<file path="src/rtl/core/frac_red_pkg.sv">
// Package for the fraction reducer: shared constants and the command and
// status structs that join the controller and the datapath.
// No dependencies.
package frac_red_pkg;

    // Default width of the numerator and the denominator.
    localparam int VALUE_WIDTH_DEF = 32;

    // Commands from the controller to the datapath, at most one set per cycle.
    typedef struct packed {
        logic load;         // capture a new word from the input side
        logic twos_step;    // strip one common factor of two
        logic reduce_step;  // one step of the binary gcd reduction
        logic div_start;    // latch the gcd and clear the divider
        logic div_step;     // one restoring division step on both values
        logic out_load;     // move the result into the output register
    } t_dp_cmd;

    // Status from the datapath to the controller.
    typedef struct packed {
        logic zero_in;      // one of the operands is zero
        logic both_even;    // both gcd operands are still even
        logic b_zero;       // the reduction has finished
        logic g_one;        // the gcd is one
        logic div_done;     // the last division step is in progress
    } t_dp_sts;

endpackage

</file>
<file path="src/rtl/core/frac_red_dp.sv">
// Datapath of the fraction reducer: binary gcd registers, two restoring
// dividers that share the gcd as divisor, and the output register.
// Depends on frac_red_pkg.
module frac_red_dp
    import frac_red_pkg::*;
#(
    parameter int VALUE_WIDTH = VALUE_WIDTH_DEF
) (
    input  logic                   i_clk,
    input  t_dp_cmd                i_cmd,
    output t_dp_sts                o_sts,
    input  logic [VALUE_WIDTH-1:0] i_num,
    input  logic [VALUE_WIDTH-1:0] i_den,
    output logic [VALUE_WIDTH-1:0] o_num,
    output logic [VALUE_WIDTH-1:0] o_den,
    output logic                   o_lowest
);

    localparam int K_W   = $clog2(VALUE_WIDTH + 1);
    localparam int CNT_W = $clog2(VALUE_WIDTH);

    logic [VALUE_WIDTH-1:0] r_a;
    logic [VALUE_WIDTH-1:0] r_b;
    logic [K_W-1:0]         r_k;
    logic                   r_zero;
    logic [VALUE_WIDTH-1:0] r_num;
    logic [VALUE_WIDTH-1:0] r_den;
    logic [VALUE_WIDTH-1:0] r_g;
    logic [VALUE_WIDTH-1:0] r_rem_n;
    logic [VALUE_WIDTH-1:0] r_rem_d;
    logic [CNT_W-1:0]       r_cnt;
    logic                   r_lowest;
    logic [VALUE_WIDTH-1:0] r_out_num;
    logic [VALUE_WIDTH-1:0] r_out_den;
    logic                   r_out_low;

    logic [VALUE_WIDTH-1:0] g_full;
    logic [VALUE_WIDTH:0]   trial_n;
    logic [VALUE_WIDTH:0]   trial_d;
    logic [VALUE_WIDTH:0]   diff_n;
    logic [VALUE_WIDTH:0]   diff_d;
    logic                   fit_n;
    logic                   fit_d;

    // The gcd is the odd part left in a, times the common power of two.
    assign g_full = r_a << r_k;

    // One restoring division step for each value against the same divisor.
    always_comb begin
        trial_n = {r_rem_n, r_num[VALUE_WIDTH-1]};
        trial_d = {r_rem_d, r_den[VALUE_WIDTH-1]};
        diff_n  = trial_n - {1'b0, r_g};
        diff_d  = trial_d - {1'b0, r_g};
        fit_n   = (trial_n >= {1'b0, r_g});
        fit_d   = (trial_d >= {1'b0, r_g});
    end

    // Working registers.
    always_ff @(posedge i_clk) begin
        if (i_cmd.load) begin
            r_a      <= i_num;
            r_b      <= i_den;
            r_num    <= i_num;
            r_den    <= i_den;
            r_k      <= '0;
            r_lowest <= 1'b1;
            r_zero   <= (i_num == '0) || (i_den == '0);
        end else if (i_cmd.twos_step) begin
            r_a <= r_a >> 1;
            r_b <= r_b >> 1;
            r_k <= r_k + K_W'(1);
        end else if (i_cmd.reduce_step) begin
            priority if (!r_a[0]) begin
                r_a <= r_a >> 1;
            end else if (!r_b[0]) begin
                r_b <= r_b >> 1;
            end else if (r_a > r_b) begin
                r_a <= r_a - r_b;
            end else begin
                r_b <= r_b - r_a;
            end
        end else if (i_cmd.div_start) begin
            r_g      <= g_full;
            r_rem_n  <= '0;
            r_rem_d  <= '0;
            r_cnt    <= '0;
            r_lowest <= 1'b0;
        end else if (i_cmd.div_step) begin
            r_rem_n <= fit_n ? diff_n[VALUE_WIDTH-1:0] : trial_n[VALUE_WIDTH-1:0];
            r_rem_d <= fit_d ? diff_d[VALUE_WIDTH-1:0] : trial_d[VALUE_WIDTH-1:0];
            r_num   <= {r_num[VALUE_WIDTH-2:0], fit_n};
            r_den   <= {r_den[VALUE_WIDTH-2:0], fit_d};
            r_cnt   <= r_cnt + CNT_W'(1);
        end
    end

    // Output register; it holds until the controller loads the next result.
    always_ff @(posedge i_clk) begin
        if (i_cmd.out_load) begin
            r_out_num <= r_num;
            r_out_den <= r_den;
            r_out_low <= r_lowest;
        end
    end

    assign o_sts.zero_in   = r_zero;
    assign o_sts.both_even = !r_a[0] && !r_b[0];
    assign o_sts.b_zero    = (r_b == '0);
    assign o_sts.g_one     = (g_full == VALUE_WIDTH'(1));
    assign o_sts.div_done  = (r_cnt == CNT_W'(VALUE_WIDTH - 1));

    assign o_num    = r_out_num;
    assign o_den    = r_out_den;
    assign o_lowest = r_out_low;

endmodule

</file>
<file path="src/rtl/core/frac_red_ctrl.sv">
// Controller of the fraction reducer: sequences load, gcd, division and
// result hand-off, and owns the stream handshakes.
// Depends on frac_red_pkg.
module frac_red_ctrl
    import frac_red_pkg::*;
(
    input  logic    i_clk,
    input  logic    i_rst_n,
    input  logic    i_in_valid,
    output logic    o_in_ready,
    output logic    o_out_valid,
    input  logic    i_out_ready,
    output t_dp_cmd o_cmd,
    input  t_dp_sts i_sts
);

    typedef enum logic [2:0] {
        S_IDLE,
        S_CHECK,
        S_TWOS,
        S_REDUCE,
        S_GSET,
        S_DIVIDE,
        S_FINISH
    } t_state;

    t_state r_state;
    t_state n_state;
    logic   r_out_valid;
    logic   n_out_valid;
    logic   can_load;

    // The output register is free when empty or being taken this cycle.
    assign can_load = !r_out_valid || i_out_ready;

    // Next state and datapath commands.
    always_comb begin
        n_state = r_state;
        o_cmd   = '0;
        unique case (r_state)
            S_IDLE: begin
                if (i_in_valid) begin
                    o_cmd.load = 1'b1;
                    n_state    = S_CHECK;
                end
            end
            S_CHECK: begin
                n_state = i_sts.zero_in ? S_FINISH : S_TWOS;
            end
            S_TWOS: begin
                if (i_sts.both_even) begin
                    o_cmd.twos_step = 1'b1;
                end else begin
                    n_state = S_REDUCE;
                end
            end
            S_REDUCE: begin
                if (i_sts.b_zero) begin
                    n_state = S_GSET;
                end else begin
                    o_cmd.reduce_step = 1'b1;
                end
            end
            S_GSET: begin
                if (i_sts.g_one) begin
                    n_state = S_FINISH;
                end else begin
                    o_cmd.div_start = 1'b1;
                    n_state         = S_DIVIDE;
                end
            end
            S_DIVIDE: begin
                o_cmd.div_step = 1'b1;
                if (i_sts.div_done) begin
                    n_state = S_FINISH;
                end
            end
            S_FINISH: begin
                if (can_load) begin
                    o_cmd.out_load = 1'b1;
                    n_state        = S_IDLE;
                end
            end
            default: begin
                n_state = S_IDLE;
            end
        endcase
    end

    // A result word stays valid until the sink takes it.
    always_comb begin
        n_out_valid = r_out_valid;
        if (o_cmd.out_load) begin
            n_out_valid = 1'b1;
        end else if (i_out_ready) begin
            n_out_valid = 1'b0;
        end
    end

    // State and registered outputs.
    always_ff @(posedge i_clk) begin
        if (!i_rst_n) begin
            r_state     <= S_IDLE;
            r_out_valid <= 1'b0;
        end else begin
            r_state     <= n_state;
            r_out_valid <= n_out_valid;
        end
    end

    assign o_in_ready  = (r_state == S_IDLE);
    assign o_out_valid = r_out_valid;

endmodule

</file>
<file path="src/rtl/core/fraction_reducer_top.sv">
// Fraction reducer: one word in, the fraction in lowest terms out.
// After a word is accepted, a zero operand goes straight to the result; otherwise the
// block strips common factors of two, runs the binary gcd loop and, when the gcd is not
// one, divides both values by it. One word is processed at a time; the block is ready for
// the next in the cycle after the result is loaded into the output register.
// Reset (synchronous, active low) empties the output and returns to idle.
module fraction_reducer_top
    import frac_red_pkg::*;
#(
    parameter int VALUE_WIDTH = VALUE_WIDTH_DEF
) (
    input  logic                               i_clk,
    input  logic                               i_rst_n,
    input  logic                               i_s_axis_tvalid,
    output logic                               o_s_axis_tready,
    // Fields from bit 0 up: numerator_in, denominator_in, zero fill.
    input  logic [((2*VALUE_WIDTH+7)/8)*8-1:0] i_s_axis_tdata,
    output logic                               o_m_axis_tvalid,
    input  logic                               i_m_axis_tready,
    // Fields from bit 0 up: numerator_out, denominator_out, zero fill.
    output logic [((2*VALUE_WIDTH+7)/8)*8-1:0] o_m_axis_tdata,
    // Fields from bit 0 up: already_lowest.
    output logic                               o_m_axis_tuser
);

    localparam int DATA_W = ((2*VALUE_WIDTH+7)/8)*8;

    t_dp_cmd                cmd;
    t_dp_sts                sts;
    logic [VALUE_WIDTH-1:0] out_num;
    logic [VALUE_WIDTH-1:0] out_den;

    // Sequencing and handshakes.
    frac_red_ctrl u_ctrl (
        .i_clk       (i_clk),
        .i_rst_n     (i_rst_n),
        .i_in_valid  (i_s_axis_tvalid),
        .o_in_ready  (o_s_axis_tready),
        .o_out_valid (o_m_axis_tvalid),
        .i_out_ready (i_m_axis_tready),
        .o_cmd       (cmd),
        .i_sts       (sts)
    );

    // Arithmetic and result storage.
    frac_red_dp #(
        .VALUE_WIDTH (VALUE_WIDTH)
    ) u_dp (
        .i_clk    (i_clk),
        .i_cmd    (cmd),
        .o_sts    (sts),
        .i_num    (i_s_axis_tdata[VALUE_WIDTH-1:0]),
        .i_den    (i_s_axis_tdata[2*VALUE_WIDTH-1:VALUE_WIDTH]),
        .o_num    (out_num),
        .o_den    (out_den),
        .o_lowest (o_m_axis_tuser)
    );

    assign o_m_axis_tdata = DATA_W'({out_den, out_num});

endmodule

</file>
<file path="config.mk">
export PLATFORM = sky130hd
export DESIGN_NAME = fraction_reducer_top
export DESIGN_NICKNAME = d
export VERILOG_FILES = /design/src/rtl/core/frac_red_pkg.sv /design/src/rtl/core/frac_red_dp.sv /design/src/rtl/core/frac_red_ctrl.sv /design/src/rtl/core/fraction_reducer_top.sv
export SDC_FILE = /design/constraint.sdc
export NUM_CORES = 1
export LEC_CHECK = 0
export ABC_AREA = 1
export BUFFER_PORTS_ARGS = -buffer_cell sky130_fd_sc_hd__buf_2
export CELL_PAD_IN_SITES_DETAIL_PLACEMENT = 1
export CELL_PAD_IN_SITES_GLOBAL_PLACEMENT = 1
export CORE_MARGIN = 2
export CORE_UTILIZATION = 35
export CTS_CLUSTER_SIZE = 20
export DETAILED_ROUTE_END_ITERATION = 7
export PLACE_DENSITY = 0.76
export SETUP_SLACK_MARGIN = 0.1
export SLEW_MARGIN = 40
export SYNTH_ARGS = -nofsm -noshare
export SYNTH_HDL_FRONTEND = slang
export SYNTH_HIERARCHICAL = 1
export SYNTH_SLANG_ARGS = --single-unit
</file>
<file path="constraint.sdc">
create_clock -name i_clk -period 13.74 [get_ports i_clk]
set_clock_uncertainty 0.2 [all_clocks]
set_input_delay 1.374 -clock i_clk [delete_from_list [all_inputs] [get_ports i_clk]]
set_output_delay 1.374 -clock i_clk [all_outputs]
set_load 0.05 [all_outputs]
</file>
==> impl_metrics.tcl <==
set metrics [dict create \
    outcome "complete, no violations" \
    slew_violations 0 \
    critical_path_arrival_ps 4610 \
    start_util_pct 35.4 \
    seq_area_sq_um 9080 \
    yosysUniqueCellTypes 54 \
    synth_top_area_share_pct 38.0 \
    fin_nets 3528 \
    p_seq_share_pct 24.3 \
    r2r_cells 17 \
    cts_buffers 36 \
    totalPowerFinal_mw 7.85 \
    io_buffers 134 \
    drtIter0Drc 1510 \
    cp-start-kind "flop" \
    post_cts_buffers 0 \
    fmax_mhz 218 \
    drt_first_pass_iters 5 \
    groute.usage.overall_pct 26.5 \
    ioPinCount 135 \
    hold_path.class "flop to flop" \
    gp_congestion 1.00 \
    seq_area_frac_synth_pct 38.9 \
    crit_required_ps 13760 \
    synth.area.top_cells "edfxtp_1, nand2_1, ha_1" \
    power_switching_mw 4.25 \
    multi_input_area_sq_um 12400 \
    clkPwrFrac_pct 12.8 \
    core_area_sq_um 65900 \
    r2r-end "u_dp/r_rem_n[23]" \
    setup_viol 0 \
    cts_tree "done" \
    numClockSinks 306 \
    clock_path_buffers 3 \
    reg2reg_slack_ps 9150 \
    finalCritPeriodShare_pct 33.4 \
    post_drt_via_cell_ratio 5.31 \
    drt_wl_total_mm 91.9 \
    vias 22406 \
    die_y_um 262 \
    antenna_found_initial 0 \
    grt_overflow_total 0 \
    worstHoldStart "u_dp/r_den[20]" \
    synth_area_sq_um 23300 \
    drive_above_1_share_pct 8.53 \
    rsz0062_at_grt "no" \
    cts_hold_buf 0 \
    synthArstFlopShare_pct 0 \
    layout.cells.non_filler 4216 \
    synth_seq_cells 306 \
    clkTransAtPathRegs_ps 70 \
    path_max_fanout 69 \
    crit_slowest_cell "dfxtp_2" \
    fin_area_sq_um 26100 \
    cp-end-kind "flop" \
    setup.worst_path.start "u_dp/r_k[2]" \
    power.density_nw_per_um2 301 \
    fin_crit_ps 4590 \
    worstReg2RegStart "u_dp/r_k[2]" \
    holdPathStages 0 \
    cp_slowest_stage_delay_ps 720 \
    die-area_sq_um 68700 \
    synth_most_common_cell "nand2_1" \
    num_rows 94 \
    synth_area_leader_cell "edfxtp_1" \
    syn_nets 3431 \
    tightestPinTransition_ps 842 \
    p_int_mw 3.60 \
    synth_common_cells "nand2_1, inv_1, nor2_1" \
    antenna_cells 0 \
    root_buffer "clkbuf_16" \
    switching_share_pct 54.1 \
    htree_levels 2 \
    synthCells 3227 \
    fillCellCount 8375 \
    drtAntennaViolNets 0 \
    post-route-util_pct 39.6 \
    clk-insertion-delay-late_ps 580 \
    synth_ff_type "edfxtp_1" \
    synth_warnings 6 \
    syn_area_per_cell_sq_um 7.22 \
    worstPathCellList "clkinv_2 -> nand3_1 -> nand3_1 -> nand3_1 -> o21ai_0 -> nor2_1 -> nand2_1 -> nor2_1 -> nand2_1 -> nor2_1 -> nor2_1 -> nand3_1 -> inv_1 -> inv_2 -> buf_4 -> a21oi_4 -> buf_6" \
    combPwrFrac_pct 62.9 \
    place_inst 4150 \
    synth-edff-count 295 \
    synthToLayoutAreaGrowth_pct 11.8 \
    placed_area_sq_um 24900 \
    wire_per_inst_um 21.8 \
    hold_viol_final 0 \
    fin_tns_setup_ps 0 \
    fp.dieW_um 262 \
    slew_headroom_pct 43.8 \
    grt_pass1_vias 23080 \
    drc 0 \
    cts-resized-gates 0 \
    dpl.hpwl_mm 72.9 \
    grt_max_degree 70 \
    grt_pass1_wl_mm 138 \
    cap_violations 0 \
    timing.hold.worst_endpoint "u_dp/o_den[20]" \
    irDropWorstVdd_v 0.000144 \
    criticalPathCategory "flop to flop" \
    leakage_nw 12.4 \
]
==> worst max path at each step <==
stage                                  end  slack [ps]
after floorplan              u_dp/r_den[0]        4560
after global placement    u_dp/r_rem_d[11]        8090
after detailed placement  u_dp/r_rem_d[24]        9180
after CTS                 u_dp/r_rem_n[24]        9150
after global routing      u_dp/r_rem_n[23]        8740
final                     u_dp/r_rem_n[23]        9150
==> power by group through the flow <==
| stage | clock network, mW | registers [mW] | logic (mW) |
|---|---|---|---|
| after floorplan | 0 | 1.83 | 3.37 |
| after global placement | 0 | 1.91 | 4.74 |
| after detailed placement | 0 | 1.92 | 4.86 |
| after CTS | 1.02 | 1.90 | 4.90 |
| after global routing | 1.05 | 1.93 | 5.47 |
| final | 1.00 | 1.91 | 4.94 |
==> routing by layer <==
layer,up-vias,track usage [%],wire length (um)
met2,641,46.4,44500
met4,0,15.5,5950
met5,-,0,0
met1,10763,31.2,37400
li1,10802,-,-
met3,200,3.37,4040
==> logic make-up after synthesis <==
logic type                 count (synthesis)  share of synthesized area, %
AOI/OAI and AO/OA                        360                          8.51
xor gates and xnor gates                  66                          2.48
adders and majority gates                136                          7.43
buffers and inverters                    478                          8.17
DFF                                      306                          38.9
and+or+nand+nor                         1881                          34.5
==> worst max-delay path: cells and delay by family (launching register included) <==
family                 cells  cell delay (ps)
buffers and inverters      5             1740
and+or+nand+nor           10             1260
DFF                        1              720
AOI/OAI and AO/OA          2              240
==> cell usage in the layout (no fill, tap or decap), types with 56 or more instances in the layout <==
| master | instances |
|---|---|
| nand2_1 | 1068 |
| inv_1 | 370 |
| nor2_1 | 322 |
| nand3_1 | 297 |
| edfxtp_1 | 295 |
| a21oi_1 | 177 |
| buf_2 | 134 |
| ha_1 | 132 |
| o21ai_0 | 95 |
| xor2_1 | 56 |
==> per-stage QoR <==
stage	hold slack, ps	worst slack [ps]
floorplan	209	4560
global placement	230	8090
detailed placement	240	9180
CTS	253	9150
global route	259	8740
finish	248	9150
==> final cells by class <==
type / count / share of cell area, %
clock buffers: 38 / 3.49
clock inverters: 28 / 1.10
inverters: 384 / 5.61
multi-input cells: 2443 / 47.6
flip-flops and latches: 306 / 34.8
well taps: 864 / 4.15
repair buffers: 153 / 3.16
No activity file was read; power rests on OpenSTA's default activity.
